[src/rtl/wvm_pkg.sv]
package wvm_pkg;

	localparam int VOICES          = 8;
	localparam int TABLE_BITS      = 8;
	localparam int PHASE_FRAC_BITS = 16;

	localparam int PHASE_W     = TABLE_BITS + PHASE_FRAC_BITS;
	localparam int TABLE_DEPTH = 1 << TABLE_BITS;
	localparam int VIDX_W      = (VOICES > 1) ? $clog2(VOICES) : 1;

	// fixed port widths
	localparam int OP_W       = 3;
	localparam int VOICE_W    = 3;
	localparam int STEP_W     = 24;
	localparam int TIDX_W     = 8;
	localparam int WORD_W     = 16;
	localparam int GAIN_W     = 16;
	localparam int VOL_W      = 16;
	localparam int BEND_W     = 24;
	localparam int CFG_IDX_W  = 3;
	localparam int CFG_DATA_W = 24;
	localparam int SAMPLE_W   = 16;

	// widened forms used for masking and extension
	localparam int VEXT_W = (VIDX_W > VOICE_W) ? VIDX_W : VOICE_W;
	localparam int WIDE_W = (PHASE_W > STEP_W) ? PHASE_W : STEP_W;
	localparam int TEXT_W = (TABLE_BITS > TIDX_W) ? TABLE_BITS : TIDX_W;

	// mix arithmetic: gain * word fits 32 signed bits
	localparam int PROD_W      = 32;
	localparam int ACC_W       = PROD_W + ((VOICES > 1) ? $clog2(VOICES) : 0);
	localparam int LO_W        = 18;
	localparam int HI_W        = ACC_W - LO_W;
	localparam int MA_W        = ((HI_W > LO_W) ? HI_W : LO_W) + 1;
	localparam int MB_W        = VOL_W + 1;
	localparam int MUL_W       = MA_W + MB_W;
	localparam int TOT_W       = ACC_W + VOL_W + 2;
	localparam int SCALE_SHIFT = 32;
	localparam int S_W         = TOT_W - SCALE_SHIFT;

	typedef enum logic [OP_W-1:0] {
		OP_SAMPLE   = 3'd0,
		OP_ENV      = 3'd1,
		OP_NOTE_ON  = 3'd2,
		OP_NOTE_OFF = 3'd3,
		OP_TABLE_WR = 3'd4
	} op_t;

	typedef enum logic [CFG_IDX_W-1:0] {
		CFG_ATTACK_RATE   = 3'd0,
		CFG_ATTACK_PEAK   = 3'd1,
		CFG_DECAY_RATE    = 3'd2,
		CFG_SUSTAIN_LEVEL = 3'd3,
		CFG_RELEASE_RATE  = 3'd4,
		CFG_MASTER_VOLUME = 3'd5,
		CFG_PITCH_BEND    = 3'd6
	} cfg_idx_t;

	typedef enum logic [4:0] {
		ENV_SILENT  = 5'b00001,
		ENV_ATTACK  = 5'b00010,
		ENV_DECAY   = 5'b00100,
		ENV_SUSTAIN = 5'b01000,
		ENV_RELEASE = 5'b10000
	} env_t;

	typedef struct packed {
		logic              acc_clr;
		logic              mix_issue;
		logic              env_step;
		logic              scale_lo;
		logic              scale_hi;
		logic              result_load;
		logic              note_on;
		logic              note_off;
		logic              tbl_wr;
		logic [VIDX_W-1:0] vidx;
	} cmd_t;

	typedef struct packed {
		logic out_free;
	} stat_t;

endpackage

[src/rtl/wvm_ctrl.sv]
module wvm_ctrl (
	input  logic                        clk,
	input  logic                        arst_n,
	input  logic                        in_valid,
	output logic                        in_ready,
	input  logic [wvm_pkg::OP_W-1:0]    op,
	input  wvm_pkg::stat_t              stat,
	output wvm_pkg::cmd_t               cmd
);

	typedef enum logic [7:0] {
		ST_IDLE     = 8'b00000001,
		ST_MIX      = 8'b00000010,
		ST_DRAIN1   = 8'b00000100,
		ST_DRAIN2   = 8'b00001000,
		ST_SCALE_LO = 8'b00010000,
		ST_SCALE_HI = 8'b00100000,
		ST_RESULT   = 8'b01000000,
		ST_ENV      = 8'b10000000
	} state_t;

	state_t                       state_q, state_d;
	logic [wvm_pkg::VIDX_W-1:0]   cnt_q, cnt_d;
	logic                         accept;
	logic                         last_voice;

	assign in_ready   = (state_q == ST_IDLE);
	assign accept     = in_valid && in_ready;
	assign last_voice = (cnt_q == wvm_pkg::VIDX_W'(wvm_pkg::VOICES - 1));

	always_comb begin
		state_d = state_q;
		cnt_d   = cnt_q;
		cmd     = '0;
		cmd.vidx = cnt_q;
		unique case (state_q)
			ST_IDLE: begin
				cnt_d = '0;
				if (accept) begin
					unique case (wvm_pkg::op_t'(op))
						wvm_pkg::OP_SAMPLE: begin
							cmd.acc_clr = 1'b1;
							state_d     = ST_MIX;
						end
						wvm_pkg::OP_ENV:      state_d      = ST_ENV;
						wvm_pkg::OP_NOTE_ON:  cmd.note_on  = 1'b1;
						wvm_pkg::OP_NOTE_OFF: cmd.note_off = 1'b1;
						wvm_pkg::OP_TABLE_WR: cmd.tbl_wr   = 1'b1;
						default: ;
					endcase
				end
			end
			ST_MIX: begin
				cmd.mix_issue = 1'b1;
				cnt_d         = cnt_q + 1'b1;
				if (last_voice) begin
					state_d = ST_DRAIN1;
				end
			end
			ST_DRAIN1:   state_d = ST_DRAIN2;
			ST_DRAIN2:   state_d = ST_SCALE_LO;
			ST_SCALE_LO: begin
				cmd.scale_lo = 1'b1;
				state_d      = ST_SCALE_HI;
			end
			ST_SCALE_HI: begin
				cmd.scale_hi = 1'b1;
				state_d      = ST_RESULT;
			end
			ST_RESULT: begin
				// hold until the output register can take the beat
				if (stat.out_free) begin
					cmd.result_load = 1'b1;
					state_d         = ST_IDLE;
				end
			end
			ST_ENV: begin
				cmd.env_step = 1'b1;
				cnt_d        = cnt_q + 1'b1;
				if (last_voice) begin
					state_d = ST_IDLE;
				end
			end
			default: state_d = ST_IDLE;
		endcase
	end

	always_ff @(posedge clk or negedge arst_n) begin
		if (!arst_n) begin
			state_q <= ST_IDLE;
			cnt_q   <= '0;
		end else begin
			state_q <= state_d;
			cnt_q   <= cnt_d;
		end
	end

endmodule

[config.mk]
export PLATFORM = sky130hd
export DESIGN_NAME = wvm_ctrl
export DESIGN_NICKNAME = d
export VERILOG_FILES = /design/src/rtl/wvm_pkg.sv /design/src/rtl/wvm_ctrl.sv
export SDC_FILE = /design/constraint.sdc
export NUM_CORES = 1
export LEC_CHECK = 0
export BUFFER_PORTS_ARGS = -buffer_cell sky130_fd_sc_hd__buf_2
export CAP_MARGIN = 10
export CORE_MARGIN = 2
export CORE_UTILIZATION = 44
export CTS_CLUSTER_SIZE = 40
export DETAILED_ROUTE_END_ITERATION = 16
export GPL_TIMING_DRIVEN = 0
export PLACE_DENSITY_LB_ADDON = 0.15
export SYNTH_ARGS = -nofsm -noshare
export SYNTH_HDL_FRONTEND = slang
export SYNTH_SLANG_ARGS = --single-unit
[constraint.sdc]
create_clock -name clk -period 1.48 [get_ports clk]
set_input_delay 0.074 -clock clk [delete_from_list [all_inputs] [get_ports clk]]
set_output_delay 0.074 -clock clk [all_outputs]
set_load 0.01 [all_outputs]
==> results.md <==
- Worst Clk Skew: 0.652 ps
- Final setup violation count: 16
- Start-to-end type of the worst setup path: reg -> out
- Accumulated negative setup slack: -2720 ps
- Starting density of the core: 0.459
- Leading cell types by count after synthesis: 10 x sky130_fd_sc_hd__dfrtp_1, 8 x sky130_fd_sc_hd__nor2_1, 5 x sky130_fd_sc_hd__nor3b_1
- Clock latency of the later-clocked register in the worst-skew pair: 260 ps
- Routability congestion estimate from global placement: 0.702
- Detail Route Antenna Nets: 0
- Proportion of synthesized chip area in sequential cells: 0.409
- Number of synthesized flops with an enable pin: 0
- Final critical-path required period: 1840 ps
- CTS clk-pin slew, worst paths: 60 ps
- Mapped Cells: 62
- Width of the chip: 43.2 µm
- Num Clock Sinks: 11
- Routed length per instance: 12.8 µm
- Utilization of the core after routing: 0.691
- Worst rel slew slack: 0.817
- Synthesis-to-finish area growth: 50.6%
- Count of final hold-check violations: 0
- Boundary Pins: 20
- Initial detailed-routing violation count: 2
- Pre-CTS WS: -202 ps
- Highest achievable clock rate: 544 MHz
- Number of port buffers: 19
- Number of distinct library cell variants in the gate-level netlist after synthesis: 31
- Largest cells by area after synthesis: sky130_fd_sc_hd__dfrtp_1 37%, sky130_fd_sc_hd__nor3b_1 5.6%, sky130_fd_sc_hd__nor2_1 4.4%
- Die Y-Extent: 43.2 µm
- Number of nets produced by synthesis: 71
- DR vias: 597
- Global-route wire length before repair: 2460 µm
- Maximum count of clock buffers along a single path: 2
- Final Power: 0.00101 W
- FF+latch count, synth: 11
- Antenna diode instance count: 0
- TritonRoute pass-1 iters: 4
- Number of synthesis warnings: 0
- Remaining DRCs: 0
- Biggest fanout along the worst timing path: 4
- Setup repair after global routing missed its margin: yes
- Clk Tree Root Cell: sky130_fd_sc_hd__clkbuf_4
- Leakage power of the design: 0.507 nW
- Power per standard cell area: 998 nW/µm²
- Fin worst setup slack: -360 ps
- Die Outline Area: 1860 µm²
- Peak supply drop: 0.747 mV
- Total wirelength of the detailed-routed design: 1480 µm
- Core Rows: 14
- Mean cell area of the mapped netlist: 10.9 µm²
- Post-detailed-placement half-perimeter wirelength: 978 µm
- Clock tree from TritonCTS: done
- Kind of end point of the critical path: output pin
- Total number of H-tree levels: 1
- Path class of the lowest-slack min-delay path: in -> reg
- Critical path data required time: 1410 ps
- GRT Total Usage: 0.178
- Number of buffers created by CTS: 3
- Library cell occupying the most area in the post-synthesis netlist: sky130_fd_sc_hd__dfrtp_1
- Startpoint Class: flip-flop
- Maximum number of pins on one net before global-route repair: 12
- Fraction of synthesized cell area taken by the top area cell type: 0.370
- Netlist Area Pre-Place: 676 µm²
- Max-capacitance violation count: 0
- Share of cells above drive strength 1: 0.596
- Pin slew with the least headroom to its limit: 272 ps
- Failing checks: negative setup slack
- Most used standard cell by instance count after synthesis: sky130_fd_sc_hd__dfrtp_1
- Antenna violations before repair: 0
- Crit path DAT: 1770 ps
- Fill cell count: 116
- Vias in the first global route: 563
- Main flop type after synthesis: sky130_fd_sc_hd__dfrtp_1
- Core Region: 1470 µm²
- Average via count per standard cell: 5.19
- Nets: 109
- Fraction of synthesis flops using an asynchronous set or reset pin: 1.00
- Outcome: finished with violations
- Max-slew violation total from the final report: 0
- Gr ovfl total: 0
- Period utilisation layout: 1.24
## registers in the layout, indices dropped and copies added (netlist names)
name and count:
state_q 8, cnt_q 3
## power by group
group	switching [W]	total, W	internal, W
Clock	0.0000919	0.000196	0.000104
Sequential	0.0000299	0.000361	0.000331
Combinational	0.000206	0.000457	0.000251
Total	0.000328	0.00101	0.000687
## final timing paths
path,startpoint,to,cells after the start,slack [ps]
setup / recovery,state_q[6],cmd[3],6,-360
hold / removal,stat,state_q[6],2,30
setup reg to reg,state_q[6],cnt_q[0],6,-180
hold reg to reg,cnt_q[2],cnt_q[2],1,530
max in group asynchronous,arst_n,state_q[0],2,1020
min in group asynchronous,arst_n,cnt_q[0],2,200
## layout make-up
class                   instances  area (µm²)  area share
multi-input cells              46         440       0.433
flip-flops and latches         11         280       0.276
repair buffers                 33         223       0.219
clock buffers                   4        26.3      0.0258
well taps                      16        20.0      0.0197
inverters                       4        16.3      0.0160
plain buffers                   1        11.3      0.0111
## worst max-delay path, cell delays in order (launching register included)
cell,delay [ps]
sky130_fd_sc_hd__dfrtp_1,430
sky130_fd_sc_hd__nor4_4,300
sky130_fd_sc_hd__and4b_1,250
sky130_fd_sc_hd__buf_6,110
sky130_fd_sc_hd__nand3b_4,100
sky130_fd_sc_hd__nor3b_4,170
sky130_fd_sc_hd__buf_2,150
## routing by layer
metal	up-vias	global-route usage	share of wire
met3	4	0.0383	0.031
met5	-	0	0
met4	0	0.0909	0.014
met1	283	0.245	0.45
li1	301	-	-
met2	9	0.263	0.51
## what timing repair did
item                                   4_1_cts  5_1_grt
hold buffers                                 1        0
setup buffers                               10        4
resized for setup                           15        4
endpoints found under the hold margin       11        0
setup endpoints to repair                   16       17
pin swaps                                   12        5
## through the flow
stage	hold slack (ps)	cells	cell area (µm²)
after global placement	-45.5	97	808
after global routing	35.5	115	1020
after CTS	30.7	112	982
final	28.6	115	1020
after detailed placement	-50.0	97	808
after floorplan	-222	62	693
## cells in the final DEF (no fill, tap or decap), drive strengths merged, types with 2 or more instances in the layout
master,instances
dfrtp,10
nor3b,6
nand3,2
clkbuf,4
ha,2
a22o,2
buf,33
inv,3
nor2,8
nand4b,3
o22ai,2
nor4,2
o21ai,2
nand2,3
xnor2,2
## cells by family (layout without fill, tap and decap cells)
logic type,Yosys count,count (layout),synth area share
AO/OA/AOI/OAI,10,10,0.119
XOR/XNOR,3,3,0.0389
buffers and inverters,5,42,0.0407
AND/OR/NAND/NOR,30,30,0.333
multiplexers,1,1,0.0222
adder cells (fa/ha/maj),2,2,0.0370
flip-flops,11,11,0.409
(Power assumes the default switching activity.)
